`config.mk`:
```
export PLATFORM = sky130hd
export DESIGN_NAME = sequence_gap_tracker
export DESIGN_NICKNAME = d
export VERILOG_FILES = /design/src/hdl/sgt_pkg.sv /design/src/hdl/sequence_gap_tracker.sv /design/src/hdl/sgt_front.sv /design/src/hdl/sgt_back.sv
export SDC_FILE = /design/constraint.sdc
export NUM_CORES = 2
export LEC_CHECK = 0
export ABC_AREA = 1
export BUFFER_PORTS_ARGS = -buffer_cell sky130_fd_sc_hd__buf_2
export CELL_PAD_IN_SITES_DETAIL_PLACEMENT = 1
export CELL_PAD_IN_SITES_GLOBAL_PLACEMENT = 2
export CORE_MARGIN = 1
export CORE_UTILIZATION = 36
export DETAILED_ROUTE_END_ITERATION = 6
export GPL_ROUTABILITY_DRIVEN = 0
export PLACE_DENSITY = 0.88
export SLEW_MARGIN = 20
export SYNTH_ARGS = -nofsm -noshare
export SYNTH_HDL_FRONTEND = slang
export SYNTH_SLANG_ARGS = --single-unit
```
`constraint.sdc`:
```
create_clock -name clk -period 10 [get_ports clk]
set_clock_uncertainty 0.1 [all_clocks]
set_input_delay 2 -clock clk [delete_from_list [all_inputs] [get_ports clk]]
set_output_delay 2 -clock clk [all_outputs]
set_load 0.02 [all_outputs]
```
`src/hdl/sgt_pkg.sv`:
```
// ----------------------------------------------------------------------------
// sgt_pkg
// Shared types and constants for the sequence gap tracker: field widths,
// action codes, the queued item record and the result record.
// ----------------------------------------------------------------------------
package sgt_pkg;

  // Field widths
  localparam int SEQ_W   = 64;
  localparam int CNT_W   = 16;
  localparam int BLEN_W  = 11;
  localparam int ACT_W   = 2;

  // Stream data widths (packed fields padded to whole bytes)
  localparam int IN_DATA_W  = 96;
  localparam int OUT_DATA_W = 80;

  // Action codes
  localparam logic [ACT_W-1:0] ACT_DROP = 2'd0;
  localparam logic [ACT_W-1:0] ACT_FWD  = 2'd1;
  localparam logic [ACT_W-1:0] ACT_HOLD = 2'd2;

  // Queue between front and back
  localparam int QDEPTH   = 2;
  localparam int QPTR_W   = $clog2(QDEPTH);
  localparam int QCOUNT_W = $clog2(QDEPTH + 1);

  // Header as it waits in the queue, with its end sequence precomputed
  typedef struct packed {
    logic [SEQ_W-1:0]  seq;
    logic [CNT_W-1:0]  cnt;
    logic [BLEN_W-1:0] blen;
    logic [SEQ_W-1:0]  seq_end;
  } item_t;

  // Decision for one header
  typedef struct packed {
    logic              gap_overflow;
    logic [BLEN_W-1:0] retx_bytes;
    logic [SEQ_W-1:0]  retx_first_seq;
    logic              retx_request;
    logic              flush_held;
    logic [ACT_W-1:0]  action;
  } result_t;

endpackage

```
`src/hdl/sequence_gap_tracker.sv`:
```
// ----------------------------------------------------------------------------
// sequence_gap_tracker
// Packet-level sequence gap detection for a sequenced multicast feed.
// ----------------------------------------------------------------------------
// Usage:
//   in_*  : one packet header per transaction (sequence number, message
//           count, byte length). out_* : one decision per header, in order.
//   cfg_* : writing cfg_wr_data sets the sequence number expected next;
//           write only while no header is in flight.
// An accepted header is written into the queue, then decided by the back end
//   and registered in the output register before it shows on out_*.
// Throughput: one header per cycle while the receiver takes each decision.
//   The tracking state (expected number, lost window, held flag) is updated as
//   each header leaves the queue, so it sees the state left by the one before it.
// A two-entry queue sits between the front end and the back end; when the
//   receiver stalls, the output register holds its transaction and the
//   queue still takes up to two more headers before in_tready drops.
// Reset (rst_n low, synchronous): expected number 1, lost set empty, no
//   held packets, queue and output register empty.
// ----------------------------------------------------------------------------
module sequence_gap_tracker #(
  parameter int LOST_WINDOW = 64
) (
  input  logic                               clk,
  input  logic                               rst_n,
  // cfg: start sequence number
  input  logic                               cfg_wr_en,
  input  logic [sgt_pkg::SEQ_W-1:0]          cfg_wr_data,
  // in_tdata: seq_num[63:0], msg_count[79:64], byte_len[90:80], zero[95:91]
  input  logic                               in_tvalid,
  output logic                               in_tready,
  input  logic [sgt_pkg::IN_DATA_W-1:0]      in_tdata,
  // out_tdata: action[1:0], flush_held[2], retx_request[3],
  //            retx_first_seq[67:4], retx_bytes[78:68], gap_overflow[79]
  output logic                               out_tvalid,
  input  logic                               out_tready,
  output logic [sgt_pkg::OUT_DATA_W-1:0]     out_tdata
);

  logic              q_valid;
  logic              q_pop;
  sgt_pkg::item_t    q_item;
  sgt_pkg::result_t  res;

  sgt_front u_front (
    .clk      (clk),
    .rst_n    (rst_n),
    .in_valid (in_tvalid),
    .in_ready (in_tready),
    .in_seq   (in_tdata[63:0]),
    .in_cnt   (in_tdata[79:64]),
    .in_blen  (in_tdata[90:80]),
    .q_valid  (q_valid),
    .q_item   (q_item),
    .q_pop    (q_pop)
  );

  sgt_back #(
    .LOST_WINDOW (LOST_WINDOW)
  ) u_back (
    .clk         (clk),
    .rst_n       (rst_n),
    .cfg_wr_en   (cfg_wr_en),
    .cfg_wr_data (cfg_wr_data),
    .q_valid     (q_valid),
    .q_item      (q_item),
    .q_pop       (q_pop),
    .out_valid   (out_tvalid),
    .out_ready   (out_tready),
    .out_res     (res)
  );

  // Output packing, action in the lowest bits, gap_overflow in the highest
  assign out_tdata = {res.gap_overflow, res.retx_bytes, res.retx_first_seq,
                      res.retx_request, res.flush_held, res.action};

endmodule

```
`src/hdl/sgt_front.sv`:
```
// ----------------------------------------------------------------------------
// sgt_front
// Accepts packet headers, precomputes the sequence number following the
// packet and queues the header for the back end.
// ----------------------------------------------------------------------------
module sgt_front (
  input  logic                         clk,
  input  logic                         rst_n,
  input  logic                         in_valid,
  output logic                         in_ready,
  input  logic [sgt_pkg::SEQ_W-1:0]    in_seq,
  input  logic [sgt_pkg::CNT_W-1:0]    in_cnt,
  input  logic [sgt_pkg::BLEN_W-1:0]   in_blen,
  output logic                         q_valid,
  output sgt_pkg::item_t               q_item,
  input  logic                         q_pop
);

  sgt_pkg::item_t                  q_r [sgt_pkg::QDEPTH];
  logic [sgt_pkg::QPTR_W-1:0]      wr_ptr_r, wr_ptr_nxt;
  logic [sgt_pkg::QPTR_W-1:0]      rd_ptr_r, rd_ptr_nxt;
  logic [sgt_pkg::QCOUNT_W-1:0]    count_r, count_nxt;
  sgt_pkg::item_t                  new_item;
  logic                            push;

  // Precompute: end of the packet's sequence range, wraps modulo 2^64
  always_comb begin
    new_item.seq     = in_seq;
    new_item.cnt     = in_cnt;
    new_item.blen    = in_blen;
    new_item.seq_end = in_seq + sgt_pkg::SEQ_W'(in_cnt);
  end

  assign in_ready = (count_r != sgt_pkg::QCOUNT_W'(sgt_pkg::QDEPTH));
  assign push     = in_valid && in_ready;
  assign q_valid  = (count_r != '0);
  assign q_item   = q_r[rd_ptr_r];

  // Pointer and fill bookkeeping
  always_comb begin
    wr_ptr_nxt = wr_ptr_r;
    rd_ptr_nxt = rd_ptr_r;
    count_nxt  = count_r;
    if (push) begin
      wr_ptr_nxt = (wr_ptr_r == sgt_pkg::QPTR_W'(sgt_pkg::QDEPTH - 1)) ? '0
                                                                       : wr_ptr_r + 1'b1;
    end
    if (q_pop) begin
      rd_ptr_nxt = (rd_ptr_r == sgt_pkg::QPTR_W'(sgt_pkg::QDEPTH - 1)) ? '0
                                                                       : rd_ptr_r + 1'b1;
    end
    if (push && !q_pop) begin
      count_nxt = count_r + 1'b1;
    end else if (!push && q_pop) begin
      count_nxt = count_r - 1'b1;
    end
  end

  always_ff @(posedge clk) begin
    if (!rst_n) begin
      wr_ptr_r <= '0;
      rd_ptr_r <= '0;
      count_r  <= '0;
    end else begin
      wr_ptr_r <= wr_ptr_nxt;
      rd_ptr_r <= rd_ptr_nxt;
      count_r  <= count_nxt;
    end
  end

  // Queue storage, payload only
  always_ff @(posedge clk) begin
    if (push) begin
      q_r[wr_ptr_r] <= new_item;
    end
  end

endmodule

```
`src/hdl/sgt_back.sv`:
```
// ----------------------------------------------------------------------------
// sgt_back
// Holds the tracking state (expected sequence, lost window, held flag),
// decides forward / hold / drop for each queued header and registers the
// result for the output channel.
// ----------------------------------------------------------------------------
module sgt_back #(
  parameter int LOST_WINDOW = 64
) (
  input  logic                         clk,
  input  logic                         rst_n,
  input  logic                         cfg_wr_en,
  input  logic [sgt_pkg::SEQ_W-1:0]    cfg_wr_data,
  input  logic                         q_valid,
  input  sgt_pkg::item_t               q_item,
  output logic                         q_pop,
  output logic                         out_valid,
  input  logic                         out_ready,
  output sgt_pkg::result_t             out_res
);

  localparam int IW = $clog2(LOST_WINDOW + 1);
  localparam int MW = $clog2(LOST_WINDOW);

  // Bits at or above x within the window
  function automatic logic [LOST_WINDOW-1:0] ge_mask(input logic [63:0] x);
    logic [LOST_WINDOW-1:0] m;
    logic                   in_win;
    in_win = (x < 64'(LOST_WINDOW));
    for (int i = 0; i < LOST_WINDOW; i++) begin
      m[i] = in_win && (IW'(i) >= x[IW-1:0]);
    end
    return m;
  endfunction

  // Bits below x within the window
  function automatic logic [LOST_WINDOW-1:0] lt_mask(input logic [64:0] x);
    logic [LOST_WINDOW-1:0] m;
    logic                   in_win;
    in_win = (x < 65'(LOST_WINDOW));
    for (int i = 0; i < LOST_WINDOW; i++) begin
      m[i] = !in_win || (IW'(i) < x[IW-1:0]);
    end
    return m;
  endfunction

  logic [sgt_pkg::SEQ_W-1:0]   exp_r, exp_nxt;
  logic [sgt_pkg::SEQ_W-1:0]   base_r, base_nxt;
  logic [LOST_WINDOW-1:0]      map_r, map_nxt;
  logic                        held_r, held_nxt;
  logic                        out_valid_r;
  sgt_pkg::result_t            res_r, res_nxt;

  logic                        any_lost;
  logic [sgt_pkg::SEQ_W-1:0]   off;
  logic                        hit;
  logic [LOST_WINDOW-1:0]      clr_mask;
  logic [LOST_WINDOW-1:0]      below;
  logic [LOST_WINDOW-1:0]      map_clr;
  logic [sgt_pkg::SEQ_W-1:0]   base_gap;
  logic [sgt_pkg::SEQ_W-1:0]   s_off;
  logic [sgt_pkg::SEQ_W-1:0]   gap_len;
  logic [sgt_pkg::SEQ_W:0]     gap_end;
  logic [LOST_WINDOW-1:0]      set_mask;
  logic                        ovf;

  assign q_pop     = q_valid && (!out_valid_r || out_ready);
  assign out_valid = out_valid_r;
  assign out_res   = res_r;

  // Window arithmetic for the retransmission and gap cases
  always_comb begin
    any_lost = |map_r;
    off      = q_item.seq - base_r;
    hit      = (off < 64'(LOST_WINDOW)) && map_r[off[MW-1:0]];
    clr_mask = ge_mask(off) & lt_mask({1'b0, off} + 65'(q_item.cnt));
    below    = map_r & lt_mask({1'b0, off});
    map_clr  = map_r & ~clr_mask;

    // a gap into an empty set re-anchors the window at the expected number
    base_gap = any_lost ? base_r : exp_r;
    s_off    = exp_r - base_gap;
    gap_len  = q_item.seq - exp_r;
    gap_end  = {1'b0, s_off} + {1'b0, gap_len};
    if (gap_end[sgt_pkg::SEQ_W]) begin
      set_mask = ge_mask(s_off) | lt_mask({1'b0, gap_end[sgt_pkg::SEQ_W-1:0]});
    end else begin
      set_mask = ge_mask(s_off) & lt_mask(gap_end);
    end
    ovf = (s_off >= 64'(LOST_WINDOW)) || (gap_end > 65'(LOST_WINDOW));
  end

  // Decision and next state
  always_comb begin
    exp_nxt  = exp_r;
    base_nxt = base_r;
    map_nxt  = map_r;
    held_nxt = held_r;
    res_nxt  = '0;
    res_nxt.action = sgt_pkg::ACT_DROP;

    if (q_item.seq == exp_r) begin
      // in order
      exp_nxt = q_item.seq_end;
      if (any_lost) begin
        res_nxt.action = sgt_pkg::ACT_HOLD;
        held_nxt       = 1'b1;
      end else begin
        res_nxt.action     = sgt_pkg::ACT_FWD;
        res_nxt.flush_held = held_r;
        held_nxt           = 1'b0;
      end
    end else if (hit) begin
      // retransmission of a lost number
      map_nxt = map_clr;
      if (below == '0) begin
        res_nxt.action = sgt_pkg::ACT_FWD;
        if (held_r && (map_clr == '0)) begin
          res_nxt.flush_held = 1'b1;
          held_nxt           = 1'b0;
        end
      end else begin
        res_nxt.action = sgt_pkg::ACT_HOLD;
        held_nxt       = 1'b1;
      end
    end else if (q_item.seq > exp_r) begin
      // gap: record lost numbers and request them
      base_nxt               = base_gap;
      map_nxt                = map_r | set_mask;
      exp_nxt                = q_item.seq_end;
      held_nxt               = 1'b1;
      res_nxt.action         = sgt_pkg::ACT_HOLD;
      res_nxt.retx_request   = 1'b1;
      res_nxt.retx_first_seq = exp_r;
      res_nxt.retx_bytes     = q_item.blen;
      res_nxt.gap_overflow   = ovf;
    end
  end

  // Tracking state
  always_ff @(posedge clk) begin
    if (!rst_n) begin
      exp_r  <= sgt_pkg::SEQ_W'(1);
      base_r <= '0;
      map_r  <= '0;
      held_r <= 1'b0;
    end else if (cfg_wr_en) begin
      exp_r <= cfg_wr_data;
    end else if (q_pop) begin
      exp_r  <= exp_nxt;
      base_r <= base_nxt;
      map_r  <= map_nxt;
      held_r <= held_nxt;
    end
  end

  // Output register
  always_ff @(posedge clk) begin
    if (!rst_n) begin
      out_valid_r <= 1'b0;
    end else if (q_pop) begin
      out_valid_r <= 1'b1;
    end else if (out_ready) begin
      out_valid_r <= 1'b0;
    end
  end

  always_ff @(posedge clk) begin
    if (q_pop) begin
      res_r <= res_nxt;
    end
  end

endmodule

```
After elaboration in Yosys (flattened, before gate mapping)
Memories as Yosys holds them, arrays and structs flattened. A register that Yosys moved wholly into a read port is not among the register bits.
Index checks and enable logic that the tools add are counted.

cells by class
  $add $sub $neg = 10
  multipliers = 0
  div/mod/pow operators = 0
  order comparisons = 330
  equal/unequal tests = 4
  shifts and indexed selects = 0
  mux-type cells = 37
  bitwise operators = 11
  reductions and logical operators = 415

operators with widths
  cell                                                                                  number
  6-bit by 7-bit < comparator with 1-bit output, first input constant                   96
  64-bit two-way mux                                                                    9
  6-bit by 7-bit greater-or-equal comparator with 1-bit output, first input constant    64
  5-bit by 7-bit < comparator with 1-bit output, first input constant                   48
  1-bit logical OR                                                                      258
  64-bit AND                                                                            4
  64-bit by 7-bit < comparator with 1-bit output, second input constant                 4
  5-bit by 7-bit greater-or-equal comparator with 1-bit output, first input constant    32
  64-bit subtractor                                                                     3
  4-bit by 7-bit < comparator with 1-bit output, first input constant                   24
  1-bit logical AND                                                                     134
  65-bit by 7-bit < comparator with 1-bit output, second input constant                 2
  64-bit logical NOT                                                                    2
  64-bit bitwise OR                                                                     2
  4-bit by 7-bit greater-or-equal comparator with 1-bit output, first input constant    16
  3-bit by 7-bit < comparator with 1-bit output, first input constant                   12
  64-bit by 16-bit adder with 65-bit output                                             1
  64-bit by 64-bit adder with 65-bit output                                             1
  65-bit by 7-bit > comparator with 1-bit output, second input constant                 1
  64-bit by 16-bit adder with 64-bit output                                             1
  64-bit equality test                                                                  1
  64-bit by 7-bit greater-or-equal comparator with 1-bit output, second input constant  1
  64-bit > comparator                                                                   1
  64-bit NOT                                                                            1
  other kinds (26)                                                                      89

word-level totals
  register bits after elaboration = 278
  bits in latches = 0
  RAM bits = 310
  bits in read-only memories = 0
  input port bits = 165
  output and inout bits = 82
  logic and storage cells = 822
  memories = 1

memories
  name         words  width  rd ports  clocked after memory_dff  write ports  RTL line         text
  u_front.q_r  2      155    1         1                         1            sgt_front.sv:19  sgt_pkg::item_t q_r [sgt_pkg::QDEPTH];

Logic depth before layout (Yosys ltp)
  depth after elaboration = 14
  depth in mapped cells = 53
  gate-level depth less buffers = 50

By module
A second synthesis with hierarchy kept.

unflattened totals
  cell total of the unflattened synthesis = 8366
  area, all modules = 54697.5 sq um

modules (own cells, without submodules)
  module     times used  cells an instance  area each (sq um)  sequential area each (sq um)
  sgt_back   1           7211               40272.4            6286.0
  sgt_front  1           1155               14425.1            9409.0

Least setup slack after synthesis
OpenSTA, ideal clock, no wires.

  path type = input to register
  start = input in_tvalid
  end = memory u_front.q_r[1][0] (netlist bit), enable pin
  setup time = 0.673 ns
  data arrival time = 8.550 ns
  data required time = 9.227 ns
  slack = 0.677 ns
  stages on the path = 2
  buffers on the path = 0
  path through = nand2_1 -> nor2_1

between the ends
  cells in the longest elaborated chain, start to end = 3

ends and longest elaborated chain
  element                                  RTL line                    text
  start, declared                          sequence_gap_tracker.sv:30  input logic in_tvalid,
  1-bit logical AND                        sgt_front.sv:35             assign push = in_valid && in_ready;
  1-bit two-way mux                        sgt_front.sv:73             if (push) begin
  1-bit two-way mux (implied by the code)  sgt_front.sv:74             q_r[wr_ptr_r] <= new_item;
  end, declared                            sgt_front.sv:19

No other way between the ends.

==> metrics.txt <==
Hold Path Depth 1; layout cell share with drive strength beyond 1 under 10%; Tmin final 9230 ps; hold crit path type reg -> reg; Max Root-Sink Buffers 3; Iter 0 DRT Violations 5,294; DIE AREA 151,000 um2; most frequent CP cell nand2_1; die width between 300 and 400 um; clk sinks 589; total of max-cap violations 0; startpoint types register; vias in the first global route 59,095; Avg Inst Size Synth 6.53 um2; gr ovfl total 0; CTS tree done; Worst EP arrival 9660 ps; hold_buf cts 0; synthesized cell area 53,900 um2; initial antenna violation count 25; TNS Setup 0 ps; Port Buf Inserts 241; Max Fclk 108 MHz; Mapped Nets 8,714; initial core utilization ~36%; Req. time, crit path between 10,000 and 15,000 ps; Mapped Cells a little over 8,000; final hold vios 0; Post-DP HPWL 212,000 um; status finished clean; first-pass GRT wire length 377,000 um; Vias/cell around 5.7; Die Height approximately 400 um; antenna-violating nets left 0; Seq/Total Area, Yosys ~29%; drt wl/cell 24.6 um; worst slew pin tran 1070 ps; CTS root buf clkbuf_16; number of distinct library cells after synthesis 65; Core Region 148,000 um2; slowest CP cell dfxtp_4; CTS buffer count 74; DR vias 59,239; CP Max Fanout 37; final setup violation count 0; PostCTS Resize Cnt 0; Post-route DRC 0; period utilization 92.3%; largest net degree at the start of global routing 129; Final Slew Violations 0; Hold Startpoint u_front.rd_ptr_r; iteration count of the initial detailed-routing pass 6; Worst Reg-to-Reg Cells 39; critical path class reg -> reg; gr usage total 33.0%; FF+latch count, synth approximately 590; Post-CTS Setup Repair Bufs 0; clk_lat worst skew 740 ps; Synth-to-Final Area Change 11.2%; Max transition margin 28.3%; H-tree depth 3; FP Rows 141; Ys Warns 0; Largest stage delay, worst path around 700 ps; CP Capture Type register; clk slew on worst S/H paths roughly 60 ps; unrepaired setup endpoints after global routing false; nets 8,905; IO Count between 200 and 250; final WL 257,000 um
## critical path: cells and delay by family, from the launching register on
| kind | cells | cell delay (ps) |
|---|---|---|
| AO/OA/AOI/OAI | 5 | 1270 |
| XOR/XNOR | 1 | 170 |
| adder cells (fa/ha/maj) | 2 | 850 |
| buffers and inverters | 1 | 90 |
| flip-flops | 1 | 700 |
| multiplexers | 1 | 460 |
| AND/OR/NAND/NOR | 29 | 5310 |
## path summary, 6_finish.rpt
| kind | to | slack [ps] |
|---|---|---|
| hold / removal | register | 350 |
| hold reg to reg | register | 350 |
| setup / recovery | u_back.map_r[42] | 770 |
| setup reg to reg | u_back.map_r[42] | 770 |
## cells in the final DEF (no fill, tap or decap), drive strengths merged, types with 9 or more instances in the layout
master	instances
nand2	2195
o21bai	21
mux2	78
a31oi	114
dfxtp	199
edfxtp	390
a21o	13
nand4	235
clkinv	35
clkbuf	97
ha	282
xor2	163
nand3b	27
xnor2	84
o221ai	22
nor3	91
nor2	907
o21ai	462
and3	9
o211ai	84
nand3	497
a21boi	12
buf	322
mux2i	13
inv	1341
a21oi	690
o21a	19
nor4	41
## cell type report
class,instances,area [um2]
Antenna cell,1,2.50
Clock buffer,97,2010
Clock inverter,41,563
Fill cell,19449,88200
Inverter,1347,5060
Multi-Input combinational cell,6118,32300
Sequential cell,589,15700
Tap cell,1930,2410
Timing Repair Buffer,322,1930
## flip-flops by register name, indices dropped and copies added (netlist names), named ones only
signal,count
u_back.out_valid,1
u_back.map_r,64
u_back.held_r,1
u_front.q_r,310
u_front.count_r,2
u_back.base_r,64
u_back.out_res,80
u_front.rd_ptr_r,1
u_back.exp_r,64
u_front.wr_ptr_r,1
## Yosys cell counts, drive strengths merged
cell     instances  area (um2)
o31ai            6        45.0
nor3b            2        15.0
and2             8        50.1
a211oi           6        45.0
o311ai           3        26.3
nand4          235        1480
a32oi            1        8.76
nor2           907        3600
a2111oi          1        8.76
nand3b          27         203
o221a            1        11.3
mux2i           13         130
edfxtp         390       11700
xnor2           84         736
nor4            41         263
mux2            78         878
or2              8        50.1
xor2           163        1450
o21ai          462        2330
clkbuf         149         559
nor3            91         472
a21o            13        97.6
nand2         2195        8440
ha             282        3530
dfxtp          199        3980
o211ai          84         631
o22ai            4        25.0
o221ai          22         193
inv           1334        5010
fa               6         120
o2111ai          6        52.6
a221oi           6        52.6
and3             9        56.3
o21bai          21         176
a31oi          114         713
clkinv          13        50.0
buf             58         410
o21a            19         143
nand3          497        2580
a21boi          12        93.8
a21oi          690        3500
a311oi           1        8.76
## per-layer routing
metal | part of all wire, % | GRT usage, % | wire length, um | vias to the layer above
li1 | - | - | - | 27586
met1 | 43 | 43.6 | 111000 | 28932
met2 | 45 | 53.0 | 115000 | 2195
met3 | 7.5 | 5.58 | 19200 | 510
met4 | 4.7 | 14.1 | 12000 | 16
met5 | 0.044 | 0 | 114 | -
## logic make-up (layout without fill, tap and decap cells)
logic type | after synthesis | in the layout | share of synthesized area, %
and+or+nand+nor | 4020 | 4020 | 31.9
buffers and inverters | 1554 | 1807 | 11.2
AOI/OAI and AO/OA | 1472 | 1472 | 15.1
DFF | 589 | 589 | 29.1
adders and majority gates | 288 | 288 | 6.76
xor gates and xnor gates | 247 | 247 | 4.05
muxes | 91 | 91 | 1.87
other | 0 | 1 | 0
## through the flow
step                      worst slack [ps]  hold WS (ps)  util, %  instance area [um2]  std cells
after CTS                             1030           349     40.5                60000      10444
after detailed placement              1050           337     38.7                57400      10306
after floorplan                        677           326        -                53900       8261
after global routing                   359           369     40.5                60000      10444
after global placement                1100           333     38.7                57400      10306
final                                  771           353     40.5                60000      10445
Power is not shown: default switching activity piles up to over one toggle a cycle in this logic, so the estimate is an artifact.
